**config.mk**
```make
export PLATFORM = sky130hd
export DESIGN_NAME = wav_riff_header_parser_top_flat
export DESIGN_NICKNAME = d
export VERILOG_FILES = /design/src/rtl/wavrp_pkg.sv /design/src/rtl/wavrp_if.sv /design/src/rtl/wavrp_datapath.sv /design/src/rtl/wavrp_ctrl.sv /design/src/rtl/wav_riff_header_parser_top.sv /design/src/flat_wrapper.sv
export SDC_FILE = /design/constraint.sdc
export NUM_CORES = 2
export LEC_CHECK = 0
export ABC_CLOCK_PERIOD_IN_PS = 8200
export BUFFER_PORTS_ARGS = -buffer_cell sky130_fd_sc_hd__buf_2
export CORE_MARGIN = 1
export CORE_UTILIZATION = 50
export CTS_CLUSTER_DIAMETER = 50
export DETAILED_ROUTE_END_ITERATION = 10
export GPL_TIMING_DRIVEN = 0
export PLACE_DENSITY = 0.73
export SKIP_CTS_REPAIR_TIMING = 1
export SYNTH_ARGS = -nofsm -noshare
export SYNTH_HDL_FRONTEND = slang
export SYNTH_SLANG_ARGS = --single-unit
```
**constraint.sdc**
```tcl
create_clock -name clk -period 8.2 [get_ports clk]
set_input_delay 1.64 -clock clk [delete_from_list [all_inputs] [get_ports clk]]
set_output_delay 1.64 -clock clk [all_outputs]
set_load 0.1 [all_outputs]
```
**src/rtl/wavrp_pkg.sv**
```systemverilog
// Shared constants, types and helpers for the WAV RIFF header parser.
package wavrp_pkg;

  localparam int unsigned POS_BITS = 32;

  localparam logic [31:0] TAG_RIFF = 32'h4646_4952;
  localparam logic [31:0] TAG_WAVE = 32'h4556_4157;
  localparam logic [31:0] TAG_FMT  = 32'h2074_6d66;
  localparam logic [31:0] TAG_DATA = 32'h6174_6164;

  localparam logic [31:0] FMT_FIELD_BYTES = 32'd16;

  localparam logic [3:0] FMT_IDX_AUDIO = 4'd1;
  localparam logic [3:0] FMT_IDX_CHAN  = 4'd3;
  localparam logic [3:0] FMT_IDX_RATE  = 4'd7;
  localparam logic [3:0] FMT_IDX_BRATE = 4'd11;
  localparam logic [3:0] FMT_IDX_ALIGN = 4'd13;
  localparam logic [3:0] FMT_IDX_BITS  = 4'd15;

  localparam logic [2:0] ST_OK        = 3'd0;
  localparam logic [2:0] ST_NOT_WAVE  = 3'd1;
  localparam logic [2:0] ST_ZERO_SIZE = 3'd2;
  localparam logic [2:0] ST_RATE_BAD  = 3'd3;
  localparam logic [2:0] ST_ALIGN_BAD = 3'd4;
  localparam logic [2:0] ST_MISSING   = 3'd5;
  localparam logic [2:0] ST_TRUNCATED = 3'd6;

  localparam logic [2:0] SEEN_ALL = 3'b111;

  typedef struct packed {
    logic       hdr_byte;
    logic       form_byte;
    logic       fmt_byte;
    logic       skip_dec;
    logic       pos_inc;
    logic       load_skip_fmt;
    logic       load_skip_size;
    logic       rec_data;
    logic       set_riff;
    logic       set_fmt;
    logic       set_err;
    logic [2:0] err_code;
    logic       mul_prod;
    logic       mul_rate;
    logic       finish;
    logic       trunc;
  } cmd_t;

  typedef struct packed {
    logic hdr_done;
    logic size_zero;
    logic is_riff;
    logic is_fmt;
    logic is_data;
    logic form_done;
    logic is_wave;
    logic fmt_done;
    logic skip_le1;
    logic skip_nz;
    logic rate_ok;
    logic align_ok;
    logic slot_free;
  } sts_t;

  // First byte of the fmt field that a given fmt byte belongs to.
  function automatic logic [3:0] field_start(input logic [3:0] idx);
    logic [3:0] s;
    case (idx)
      4'd0, 4'd1:               s = 4'd0;
      4'd2, 4'd3:               s = 4'd2;
      4'd4, 4'd5, 4'd6, 4'd7:   s = 4'd4;
      4'd8, 4'd9, 4'd10, 4'd11: s = 4'd8;
      4'd12, 4'd13:             s = 4'd12;
      default:                  s = 4'd14;
    endcase
    return s;
  endfunction

endpackage

```
**src/rtl/wavrp_if.sv**
```systemverilog
// Channel interfaces: input byte stream and parse result.
interface wavrp_byte_if;
  logic       valid;
  logic       ready;
  logic [7:0] stream_byte;
  logic       end_of_file;

  modport source(output valid, output stream_byte, output end_of_file, input ready);
  modport sink(input valid, input stream_byte, input end_of_file, output ready);
endinterface

interface wavrp_result_if;
  logic        valid;
  logic        ready;
  logic [2:0]  status;
  logic [15:0] format_tag;
  logic [15:0] channel_count;
  logic [31:0] sample_freq;
  logic [15:0] sample_bits;
  logic [31:0] data_offset;
  logic [31:0] data_size;

  modport source(output valid, output status, output format_tag, output channel_count,
                 output sample_freq, output sample_bits, output data_offset,
                 output data_size, input ready);
  modport sink(input valid, input status, input format_tag, input channel_count,
               input sample_freq, input sample_bits, input data_offset,
               input data_size, output ready);
endinterface

```
**src/rtl/wavrp_datapath.sv**
```systemverilog
// Datapath: byte assembly, chunk fields, skip counter, fmt check and result register.
module wavrp_datapath (
  input  logic              clk,
  input  logic              rst,
  input  wavrp_pkg::cmd_t   cmd,
  input  logic [7:0]        in_byte,
  input  logic              out_ready,
  output wavrp_pkg::sts_t   sts,
  output logic              out_valid,
  output logic [2:0]        status,
  output logic [15:0]       format_tag,
  output logic [15:0]       channel_count,
  output logic [31:0]       sample_freq,
  output logic [15:0]       sample_bits,
  output logic [31:0]       data_offset,
  output logic [31:0]       data_size
);
  import wavrp_pkg::*;

  logic [3:0]          cnt;
  logic [31:0]         asm_word;
  logic [31:0]         chunk_id;
  logic [31:0]         skip;
  logic [POS_BITS-1:0] pos;
  logic [31:0]         decl_rate;
  logic [15:0]         decl_align;
  logic [15:0]         f_audio;
  logic [15:0]         f_chan;
  logic [31:0]         f_rate;
  logic [15:0]         f_bits;
  logic [31:0]         d_off;
  logic [31:0]         d_size;
  logic [2:0]          seen;
  logic [2:0]          err;
  logic [31:0]         prod;
  logic [31:0]         rprod;

  logic [31:0]         asm_seq;
  logic [3:0]          fstart;
  logic [1:0]          fshift;
  logic [31:0]         asm_fmt;
  logic [POS_BITS-1:0] pos_plus;
  logic [2:0]          err_next;
  logic [2:0]          seen_next;
  logic [2:0]          fin_status;
  logic                fin_ok;

  assign asm_seq  = asm_word | ({24'b0, in_byte} << {cnt[1:0], 3'b000});
  assign fstart   = field_start(cnt);
  assign fshift   = 2'(cnt - fstart);
  assign asm_fmt  = ((cnt == fstart) ? 32'b0 : asm_word) |
                    ({24'b0, in_byte} << {fshift, 3'b000});
  assign pos_plus = pos + 1'b1;

  assign err_next  = (err == ST_OK && cmd.set_err) ? cmd.err_code : err;
  assign seen_next = seen | {cmd.rec_data, cmd.set_fmt, cmd.set_riff};

  always_comb begin
    if (err_next != ST_OK) begin
      fin_status = err_next;
    end else if (cmd.trunc) begin
      fin_status = ST_TRUNCATED;
    end else if (seen_next != SEEN_ALL) begin
      fin_status = ST_MISSING;
    end else begin
      fin_status = ST_OK;
    end
  end
  assign fin_ok = (fin_status == ST_OK);

  assign sts.hdr_done  = (cnt == 4'd7);
  assign sts.size_zero = (asm_seq == 32'b0);
  assign sts.is_riff   = (chunk_id == TAG_RIFF);
  assign sts.is_fmt    = (chunk_id == TAG_FMT);
  assign sts.is_data   = (chunk_id == TAG_DATA);
  assign sts.form_done = (cnt == 4'd3);
  assign sts.is_wave   = (asm_seq == TAG_WAVE);
  assign sts.fmt_done  = (cnt == FMT_IDX_BITS);
  assign sts.skip_le1  = (skip[31:1] == 31'b0);
  assign sts.skip_nz   = (skip != 32'b0);
  assign sts.rate_ok   = ({3'b000, rprod[31:3]} == decl_rate);
  assign sts.align_ok  = (prod[31:3] == {13'b0, decl_align});
  assign sts.slot_free = !out_valid || out_ready;

  // Control state of the parse.
  always_ff @(posedge clk) begin
    if (rst || cmd.finish) begin
      cnt      <= '0;
      asm_word <= '0;
      pos      <= '0;
      seen     <= '0;
      err      <= ST_OK;
    end else begin
      err  <= err_next;
      seen <= seen_next;
      if (cmd.pos_inc) begin
        pos <= pos_plus;
      end
      if (cmd.hdr_byte) begin
        if (cnt == 4'd3 || cnt == 4'd7) begin
          asm_word <= '0;
        end else begin
          asm_word <= asm_seq;
        end
        cnt <= (cnt == 4'd7) ? 4'd0 : cnt + 1'b1;
      end else if (cmd.form_byte) begin
        asm_word <= (cnt == 4'd3) ? 32'b0 : asm_seq;
        cnt      <= (cnt == 4'd3) ? 4'd0 : cnt + 1'b1;
      end else if (cmd.fmt_byte) begin
        asm_word <= (cnt == FMT_IDX_BITS) ? 32'b0 : asm_fmt;
        cnt      <= cnt + 1'b1;
      end
    end
  end

  // Chunk fields and check products.
  always_ff @(posedge clk) begin
    if (cmd.hdr_byte && cnt == 4'd3) begin
      chunk_id <= asm_seq;
    end
    if (cmd.load_skip_fmt) begin
      skip <= (asm_seq > FMT_FIELD_BYTES) ? asm_seq - FMT_FIELD_BYTES : 32'b0;
    end else if (cmd.load_skip_size) begin
      skip <= asm_seq;
    end else if (cmd.skip_dec && skip != 32'b0) begin
      skip <= skip - 1'b1;
    end
    if (cmd.rec_data) begin
      d_off  <= 32'(pos_plus);
      d_size <= asm_seq;
    end
    if (cmd.fmt_byte) begin
      case (cnt)
        FMT_IDX_AUDIO: f_audio    <= asm_fmt[15:0];
        FMT_IDX_CHAN:  f_chan     <= asm_fmt[15:0];
        FMT_IDX_RATE:  f_rate     <= asm_fmt;
        FMT_IDX_BRATE: decl_rate  <= asm_fmt;
        FMT_IDX_ALIGN: decl_align <= asm_fmt[15:0];
        FMT_IDX_BITS:  f_bits     <= asm_fmt[15:0];
        default: ;
      endcase
    end
    if (cmd.mul_prod) begin
      prod <= {16'b0, f_bits} * {16'b0, f_chan};
    end
    if (cmd.mul_rate) begin
      rprod <= prod * f_rate;
    end
  end

  // Result register: hold until the transaction completes.
  always_ff @(posedge clk) begin
    if (rst) begin
      out_valid <= 1'b0;
    end else if (cmd.finish) begin
      out_valid <= 1'b1;
    end else if (out_ready) begin
      out_valid <= 1'b0;
    end
  end

  always_ff @(posedge clk) begin
    if (cmd.finish) begin
      status        <= fin_status;
      format_tag    <= fin_ok ? f_audio : 16'b0;
      channel_count <= fin_ok ? f_chan  : 16'b0;
      sample_freq   <= fin_ok ? f_rate  : 32'b0;
      sample_bits   <= fin_ok ? f_bits  : 16'b0;
      data_offset   <= fin_ok ? d_off   : 32'b0;
      data_size     <= fin_ok ? d_size  : 32'b0;
    end
  end

  a_finish_slot: assert property (@(posedge clk) disable iff (rst)
    cmd.finish |-> (!out_valid || out_ready))
    else $error("result written while previous transaction pending");

  a_finish_clears: assert property (@(posedge clk) disable iff (rst)
    cmd.finish |=> (pos == '0 && cnt == 4'd0 && seen == 3'b0 && err == ST_OK))
    else $error("file state not cleared after final byte");

  a_error_zero: assert property (@(posedge clk) disable iff (rst)
    (out_valid && status != ST_OK) |->
      (sample_freq == 32'b0 && data_size == 32'b0 && format_tag == 16'b0))
    else $error("error result carries non-zero fields");

  a_err_sticky: assert property (@(posedge clk) disable iff (rst)
    (err != ST_OK && !$past(cmd.finish)) |=> (err == $past(err) || $past(cmd.finish)))
    else $error("latched error changed before end of file");

endmodule

```
**src/rtl/wavrp_ctrl.sv**
```systemverilog
// Controller: parse phase state machine and fmt check sequencing.
module wavrp_ctrl (
  input  logic            clk,
  input  logic            rst,
  input  logic            in_valid,
  input  logic            in_eof,
  input  wavrp_pkg::sts_t sts,
  output logic            in_ready,
  output wavrp_pkg::cmd_t cmd
);
  import wavrp_pkg::*;

  typedef enum logic [2:0] {
    S_HEADER,
    S_FORM,
    S_FMT,
    S_SKIP,
    S_HALT,
    S_MUL1,
    S_MUL2,
    S_VERIFY
  } state_t;

  state_t state, state_next, phase_next;
  logic   pend_last, pend_last_next;
  logic   acc;

  always_comb begin
    case (state)
      S_HEADER, S_FORM, S_FMT, S_SKIP, S_HALT: in_ready = sts.slot_free;
      default:                                 in_ready = 1'b0;
    endcase
  end
  assign acc = in_valid && in_ready;

  always_comb begin
    cmd            = '0;
    phase_next     = state;
    pend_last_next = pend_last;
    case (state)
      S_HEADER: begin
        if (acc) begin
          cmd.hdr_byte = 1'b1;
          if (sts.hdr_done) begin
            if (sts.size_zero) begin
              cmd.set_err  = 1'b1;
              cmd.err_code = ST_ZERO_SIZE;
              phase_next   = S_HALT;
            end else if (sts.is_riff) begin
              phase_next = S_FORM;
            end else if (sts.is_fmt) begin
              cmd.load_skip_fmt = 1'b1;
              phase_next        = S_FMT;
            end else begin
              cmd.rec_data       = sts.is_data;
              cmd.load_skip_size = 1'b1;
              phase_next         = S_SKIP;
            end
          end
        end
      end
      S_FORM: begin
        if (acc) begin
          cmd.form_byte = 1'b1;
          if (sts.form_done) begin
            if (sts.is_wave) begin
              cmd.set_riff = 1'b1;
              phase_next   = S_HEADER;
            end else begin
              cmd.set_err  = 1'b1;
              cmd.err_code = ST_NOT_WAVE;
              phase_next   = S_HALT;
            end
          end
        end
      end
      S_FMT: begin
        if (acc) begin
          cmd.fmt_byte = 1'b1;
          if (sts.fmt_done) begin
            pend_last_next = in_eof;
            phase_next     = S_MUL1;
          end
        end
      end
      S_SKIP: begin
        if (acc) begin
          cmd.skip_dec = 1'b1;
          if (sts.skip_le1) begin
            phase_next = S_HEADER;
          end
        end
      end
      S_MUL1: begin
        cmd.mul_prod = 1'b1;
        phase_next   = S_MUL2;
      end
      S_MUL2: begin
        cmd.mul_rate = 1'b1;
        phase_next   = S_VERIFY;
      end
      S_VERIFY: begin
        if (!sts.rate_ok) begin
          cmd.set_err  = 1'b1;
          cmd.err_code = ST_RATE_BAD;
          phase_next   = S_HALT;
        end else if (!sts.align_ok) begin
          cmd.set_err  = 1'b1;
          cmd.err_code = ST_ALIGN_BAD;
          phase_next   = S_HALT;
        end else begin
          cmd.set_fmt = 1'b1;
          phase_next  = sts.skip_nz ? S_SKIP : S_HEADER;
        end
        if (pend_last) begin
          cmd.finish = 1'b1;
          cmd.trunc  = (phase_next != S_HEADER);
        end
      end
      default: ;
    endcase

    cmd.pos_inc = acc;
    state_next  = phase_next;
    // Report on the final byte, unless the fmt check still has to run.
    if (acc && in_eof && phase_next != S_MUL1) begin
      cmd.finish = 1'b1;
      cmd.trunc  = (phase_next != S_HEADER) || (state == S_HEADER && !sts.hdr_done);
    end
    if (cmd.finish) begin
      state_next     = S_HEADER;
      pend_last_next = 1'b0;
    end
  end

  always_ff @(posedge clk) begin
    if (rst) begin
      state     <= S_HEADER;
      pend_last <= 1'b0;
    end else begin
      state     <= state_next;
      pend_last <= pend_last_next;
    end
  end

  a_check_stalls: assert property (@(posedge clk) disable iff (rst)
    (acc && state == S_FMT && sts.fmt_done) |=> (!in_ready ##1 !in_ready ##1 !in_ready))
    else $error("input taken during fmt check");

  a_pend_only_check: assert property (@(posedge clk) disable iff (rst)
    pend_last |-> (state == S_MUL1 || state == S_MUL2 || state == S_VERIFY))
    else $error("pending final byte outside fmt check");

endmodule

```
**src/rtl/wav_riff_header_parser_top.sv**
```systemverilog
// Top level of the WAV RIFF header parser.
//
//   channel  dir  payload                                           transaction
//   in_ch    in   stream_byte[7:0], end_of_file                     valid && ready
//   out_ch   out  status, format_tag, channel_count, sample_freq,   valid && ready
//                 sample_bits, data_offset, data_size
//
// One byte per cycle while the output register is free; after the last byte of an
// fmt chunk input stalls in S_MUL1 and S_MUL2 (two-step multiply) and S_VERIFY
// (byte rate and block align compare). A result is produced only for the byte flagged
// end_of_file: valid from the edge that takes it, or that leaves S_VERIFY when it
// closes an fmt chunk; held in an output register, it stalls input while unaccepted.
// After the final byte the parser is back in its reset state.
// Reset (rst, synchronous) clears the parse state and the output valid.
module wav_riff_header_parser_top (
  input  logic                  clk,
  input  logic                  rst,
  wavrp_byte_if.sink            in_ch,
  wavrp_result_if.source        out_ch
);
  import wavrp_pkg::*;

  cmd_t cmd;
  sts_t sts;

  wavrp_ctrl u_ctrl (
    .clk      (clk),
    .rst      (rst),
    .in_valid (in_ch.valid),
    .in_eof   (in_ch.end_of_file),
    .sts      (sts),
    .in_ready (in_ch.ready),
    .cmd      (cmd)
  );

  wavrp_datapath u_dp (
    .clk           (clk),
    .rst           (rst),
    .cmd           (cmd),
    .in_byte       (in_ch.stream_byte),
    .out_ready     (out_ch.ready),
    .sts           (sts),
    .out_valid     (out_ch.valid),
    .status        (out_ch.status),
    .format_tag    (out_ch.format_tag),
    .channel_count (out_ch.channel_count),
    .sample_freq   (out_ch.sample_freq),
    .sample_bits   (out_ch.sample_bits),
    .data_offset   (out_ch.data_offset),
    .data_size     (out_ch.data_size)
  );

endmodule

```
**src/flat_wrapper.sv**
```systemverilog
// flat-port wrapper written by rule: the top's interface ports become plain ports
module wav_riff_header_parser_top_flat import wavrp_pkg::*;
  (clk, rst, in_ch_valid, in_ch_stream_byte, in_ch_end_of_file, in_ch_ready, out_ch_valid, out_ch_status, out_ch_format_tag, out_ch_channel_count, out_ch_sample_freq, out_ch_sample_bits, out_ch_data_offset, out_ch_data_size, out_ch_ready);
  wavrp_byte_if in_ch_i ();
  wavrp_result_if out_ch_i ();
  input  logic clk;
  input  logic rst;
  input wire logic [$bits(in_ch_i.valid)-1:0] in_ch_valid;
  input wire logic [$bits(in_ch_i.stream_byte)-1:0] in_ch_stream_byte;
  input wire logic [$bits(in_ch_i.end_of_file)-1:0] in_ch_end_of_file;
  output wire logic [$bits(in_ch_i.ready)-1:0] in_ch_ready;
  output wire logic [$bits(out_ch_i.valid)-1:0] out_ch_valid;
  output wire logic [$bits(out_ch_i.status)-1:0] out_ch_status;
  output wire logic [$bits(out_ch_i.format_tag)-1:0] out_ch_format_tag;
  output wire logic [$bits(out_ch_i.channel_count)-1:0] out_ch_channel_count;
  output wire logic [$bits(out_ch_i.sample_freq)-1:0] out_ch_sample_freq;
  output wire logic [$bits(out_ch_i.sample_bits)-1:0] out_ch_sample_bits;
  output wire logic [$bits(out_ch_i.data_offset)-1:0] out_ch_data_offset;
  output wire logic [$bits(out_ch_i.data_size)-1:0] out_ch_data_size;
  input wire logic [$bits(out_ch_i.ready)-1:0] out_ch_ready;
  assign in_ch_i.valid = in_ch_valid;
  assign in_ch_i.stream_byte = in_ch_stream_byte;
  assign in_ch_i.end_of_file = in_ch_end_of_file;
  assign in_ch_ready = in_ch_i.ready;
  assign out_ch_valid = out_ch_i.valid;
  assign out_ch_status = out_ch_i.status;
  assign out_ch_format_tag = out_ch_i.format_tag;
  assign out_ch_channel_count = out_ch_i.channel_count;
  assign out_ch_sample_freq = out_ch_i.sample_freq;
  assign out_ch_sample_bits = out_ch_i.sample_bits;
  assign out_ch_data_offset = out_ch_i.data_offset;
  assign out_ch_data_size = out_ch_i.data_size;
  assign out_ch_i.ready = out_ch_ready;
  wav_riff_header_parser_top u_core (.clk(clk), .rst(rst), .in_ch(in_ch_i), .out_ch(out_ch_i));
endmodule
```
==> results by group <==
Run status
  – Run status: finished with violations
  – Failing checks: capacitance limit, slew limit

Die
  – Starting density of the core: 0.5062
  – Area of the core: 0.09347 mm²
  – Die Footprint: 0.09587 mm²
  – Die width: 309.6 µm
  – Floorplan row count: 112
  – I/O pin count: about 160
  – Overall die height: 309.6 µm

Critical path
  – Worst Setup Start Kind: flip-flop
  – Crit path cell chain: clkbuf_1, nand2_1, fa_1, inv_1, fa_1, fa_1, inv_1, fa_1, inv_1, fa_1, fa_1, fa_1, fa_1, ha_1, nand3_1, nor2_1, nand3_1, o21ai_0, a41oi_1, o21bai_1, xor2_1
  – Dominant cell type by count on the critical path: fa_1
  – Crit-path max FO: 10
  – CP endpoint kind: flip-flop
  – Maximum cell stage delay along the critical path: 760 ps
  – Slack of the worst reg-to-reg path: 190 ps
  – Crit path arrival time: 8470 ps
  – Crit path kind: reg2reg
  – Critical Path Slowest Stage Cell: o21ai_0
  – Crit path required time: roughly 8700 ps

Job
  – Maximum capacitance violations: 2

Placement
  – Port buffer count: 159
  – Final RePlAce weighted congestion: approximately 1.0
  – Placed Area: 0.04991 mm²
  – DP Worst Slack: -514.4 ps
  – Hpwl dp: 110600 µm

Detailed routing
  – Total Routed Length: between 100000 and 150000 µm
  – Avg WL per Cell: 22.81 µm
  – Violation count after the first detailed-routing iteration: 3363
  – Via count of the routed design: 34850
  – Number of antenna-violating nets in the routed design: 0
  – Count of unresolved DRC violations after routing: 0
  – Detailed-route vias per instance: between 5 and 6
  – Iteration count of the initial detailed-routing pass: 6

Synthesis
  – Cell variety after synth: 76
  – Xor/xnor share of the synthesized area: 0.04646
  – Warnings from Yosys: 0
  – Share of the synthesized area in compound gates (AO/OA/AOI/OAI): 0.05720
  – Summed instance area of the synthesized netlist: 0.04732 mm²
  – Synthesis-stage register bit count: between 500 and 600
  – Fraction of synthesis flops using an asynchronous set or reset pin: 0
  – Post-synth EDFFs: around 460
  – Avg Cell Area, Syn: 10.25 µm²
  – Syn Nets: 5463
  – Synthesized-area fraction occupied by adder cells: 0.3158
  – Simple logic cell fraction of the synthesized area: 0.1761
  – Sequential area share after synthesis: 0.3292
  – Top_reg_cell synth: edfxtp_1
  – Post-Syn Instances: 4617
  – Post-synthesis mux area share: 0.0008726
  – Main combinational cell family by area after synthesis: adder cells

CTS
  – Maximum clock insertion buffer count: 3
  – Clock tree from TritonCTS: done
  – Later-pin clock latency in the skew report: 640 ps
  – H-tree levels: 2
  – Clock sinks: 546
  – Register clock-pin slew on the reported worst setup and hold paths: 70 ps
  – Buffer type at the clock tree root: clkbuf_16
  – TritonCTS Buffers: 56

Cells and area
  – Utilization after layout: 0.5571
  – Summed area of non-filler cells in the final layout: around 0.052 mm²
  – Share of final-layout standard cells stronger than drive strength 1: 0.08552
  – Count of fill cells added during filler insertion: 7998
  – Synthesis-to-layout area growth: 10.05%
  – Net count reported at finish: 5710

STA
  – Fin Clk Skew: 16.20 ps
  – Slew headroom: -0.09370
  – Max Freq: ~120 MHz
  – Setup violation total in the final timing report: 0
  – Ratio of final minimum period to clock period: 0.9767
  – Slew at the pin closest to its max-slew limit: 1623 ps
  – Setup repair after global routing missed its margin: false
  – Shortest period the worst path allows: 8009 ps
  – Setup slack after layout: 191.3 ps
  – Total negative slack: 0 ps
  – Max Transition Viols Final: 8
  – Final Hold Viols: 0

GRT
  – Number of global-route vias before repair: about 36000
  – Met2 global-route usage: 0.4797
  – Aggregate global-route resource usage: 0.2972
  – Gr busiest metal: met2
  – Wire length of the first global-routing pass: 211900 µm
  – Global-route track usage on met1: 0.3882
  – Routing usage on met3: 0.04727
  – Number of antenna violations at the first check in global routing: 5
  – Total overflow reported by the global router: 0
  – Maximum number of pins on one net before global-route repair: 94

Pwr
  – Clock network fraction of total power: 0.413
  – Maximum vdd ir drop: 208.7 µV
  – Power density relative to cell area: 123.0 mW/mm²
  – Final Power: 0.006403 W
  – Sw Pwr: roughly 0.0018 W
  – Combinational power share: 0.104
  – Switch share: 0.2767
  – Portion of total power attributed to sequential cells: 0.483
  – Static Leakage: 22.17 nW
  – Int Pwr: approximately 0.0046 W

Min path
  – Worst hold-check path type: reg2reg
## cells in the mapped netlist, drive strengths merged (4+ instances only)
| cell type | instances | area share |
|---|---|---|
| a21oi | 78 | 0.0083 |
| nor4b | 7 | 0.0016 |
| nor3 | 65 | 0.0069 |
| o21ai | 101 | 0.011 |
| or3 | 23 | 0.0033 |
| nor4bb | 5 | 0.0011 |
| nand2 | 669 | 0.053 |
| fa | 602 | 0.25 |
| o21a | 7 | 0.0011 |
| buf | 15 | 0.0034 |
| inv | 671 | 0.053 |
| o211ai | 18 | 0.0029 |
| dfxtp | 82 | 0.035 |
| a31oi | 13 | 0.0017 |
| a21o | 43 | 0.0068 |
| and4 | 5 | 0.00093 |
| and3 | 22 | 0.0029 |
| nor3b | 9 | 0.0014 |
| xor2 | 93 | 0.017 |
| a22o | 19 | 0.0035 |
| nand2b | 15 | 0.0020 |
| nor2 | 311 | 0.033 |
| nand3 | 41 | 0.0043 |
| and2 | 384 | 0.051 |
| nand3b | 4 | 0.00063 |
| a22oi | 34 | 0.0054 |
| a211oi | 38 | 0.0060 |
| a41oi | 4 | 0.00074 |
| nor2b | 23 | 0.0030 |
| clkbuf | 225 | 0.018 |
| edfxtp | 464 | 0.29 |
| xnor2 | 158 | 0.029 |
| a211o | 6 | 0.0011 |
| or2 | 4 | 0.00058 |
| o21bai | 22 | 0.0035 |
| ha | 231 | 0.061 |
| and3b | 4 | 0.00074 |
| nand4 | 23 | 0.0030 |
| or4 | 8 | 0.0013 |
| nor4 | 29 | 0.0038 |
## stage by stage
stage                     hold WS [ps]  cells
after floorplan                  430.1   4617
after global placement           475.0   6030
after detailed placement         479.9   6045
after CTS                        497.4   6150
after global routing             517.4   6166
final                            499.6   6168
## cell families after synthesis
kind of cell               after synthesis
xor gates and xnor gates               251
AOI/OAI and AO/OA                      411
adders and majority gates              833
buffers and inverters                  911
DFF                                    546
muxes                                    4
and+or+nand+nor                       1661
## power groups by stage
stage	Sequential [W]	Combinational, W	Clock, W
finish	0.00309	0.000666	0.00265
global route	0.00309	0.000682	0.00276
CTS	0.00309	0.000654	0.00267
detailed placement	0.00315	0.000652	0
global placement	0.00316	0.000643	0
floorplan	0.00339	0.000211	0
## critical path: cells and delay by family (launching register included)
kind / cells / cell delay [ps]
compound gates: 3 / 1190
buf+inv: 4 / 800
xor+xnor: 1 / 220
simple gates: 4 / 640
fa+ha+maj: 9 / 4280
flops: 1 / 690
## cells in the final DEF, fill, tap and decap left out, types with 95 or more instances in the layout
cell	count
nand2_1	669
ha_1	231
inv_1	670
buf_2	163
nor2_1	258
fa_1	602
xnor2_1	158
edfxtp_1	464
o21ai_0	95
clkbuf_1	181
and2_1	384
## path summary, 6_finish.rpt
path                      endpoint                  from  cells after the start
max reg2reg  u_core.u_dp.rprod[28]  u_core.u_dp.prod[10]                     21
min reg2reg     u_core.u_dp.pos[1]    u_core.u_dp.pos[1]                      2
min             u_core.u_dp.pos[1]    u_core.u_dp.pos[1]                      2
max          u_core.u_dp.rprod[28]  u_core.u_dp.prod[10]                     21
## layer usage
metal / share of wire / wire length (µm)
met2: 0.46 / 65370
met3: 0.088 / 12380
met5: 0 / 0
met4: 0.061 / 8571
met1: 0.39 / 54370
## state kept, by name, summed over array words and instances (netlist names), 29 cells and up
signal                   cells
u_core.u_dp.asm_word        32
u_core.u_dp.chunk_id        32
u_core.u_dp.d_off           32
u_core.u_dp.d_size          32
u_core.u_dp.data_offset     32
u_core.u_dp.data_size       32
u_core.u_dp.decl_rate       32
u_core.u_dp.f_rate          32
u_core.u_dp.pos             32
u_core.u_dp.prod            32
u_core.u_dp.rprod           29
u_core.u_dp.sample_freq     32
u_core.u_dp.skip            32
## area by class of cell
class,instances,area [µm²],area share
buffer,229,1016,0.01951
inverter,671,2524,0.04847
antenna,3,7.507,0.0001442
timing repair buffer,200,1207,0.02319
tap,1254,1569,0.03013
multi-input combinational,3160,28270,0.5429
sequential,546,15570,0.2991
clock buffer,67,1494,0.02869
clock inverter,38,411.6,0.007905
No activity file was read; power rests on OpenSTA's default activity.
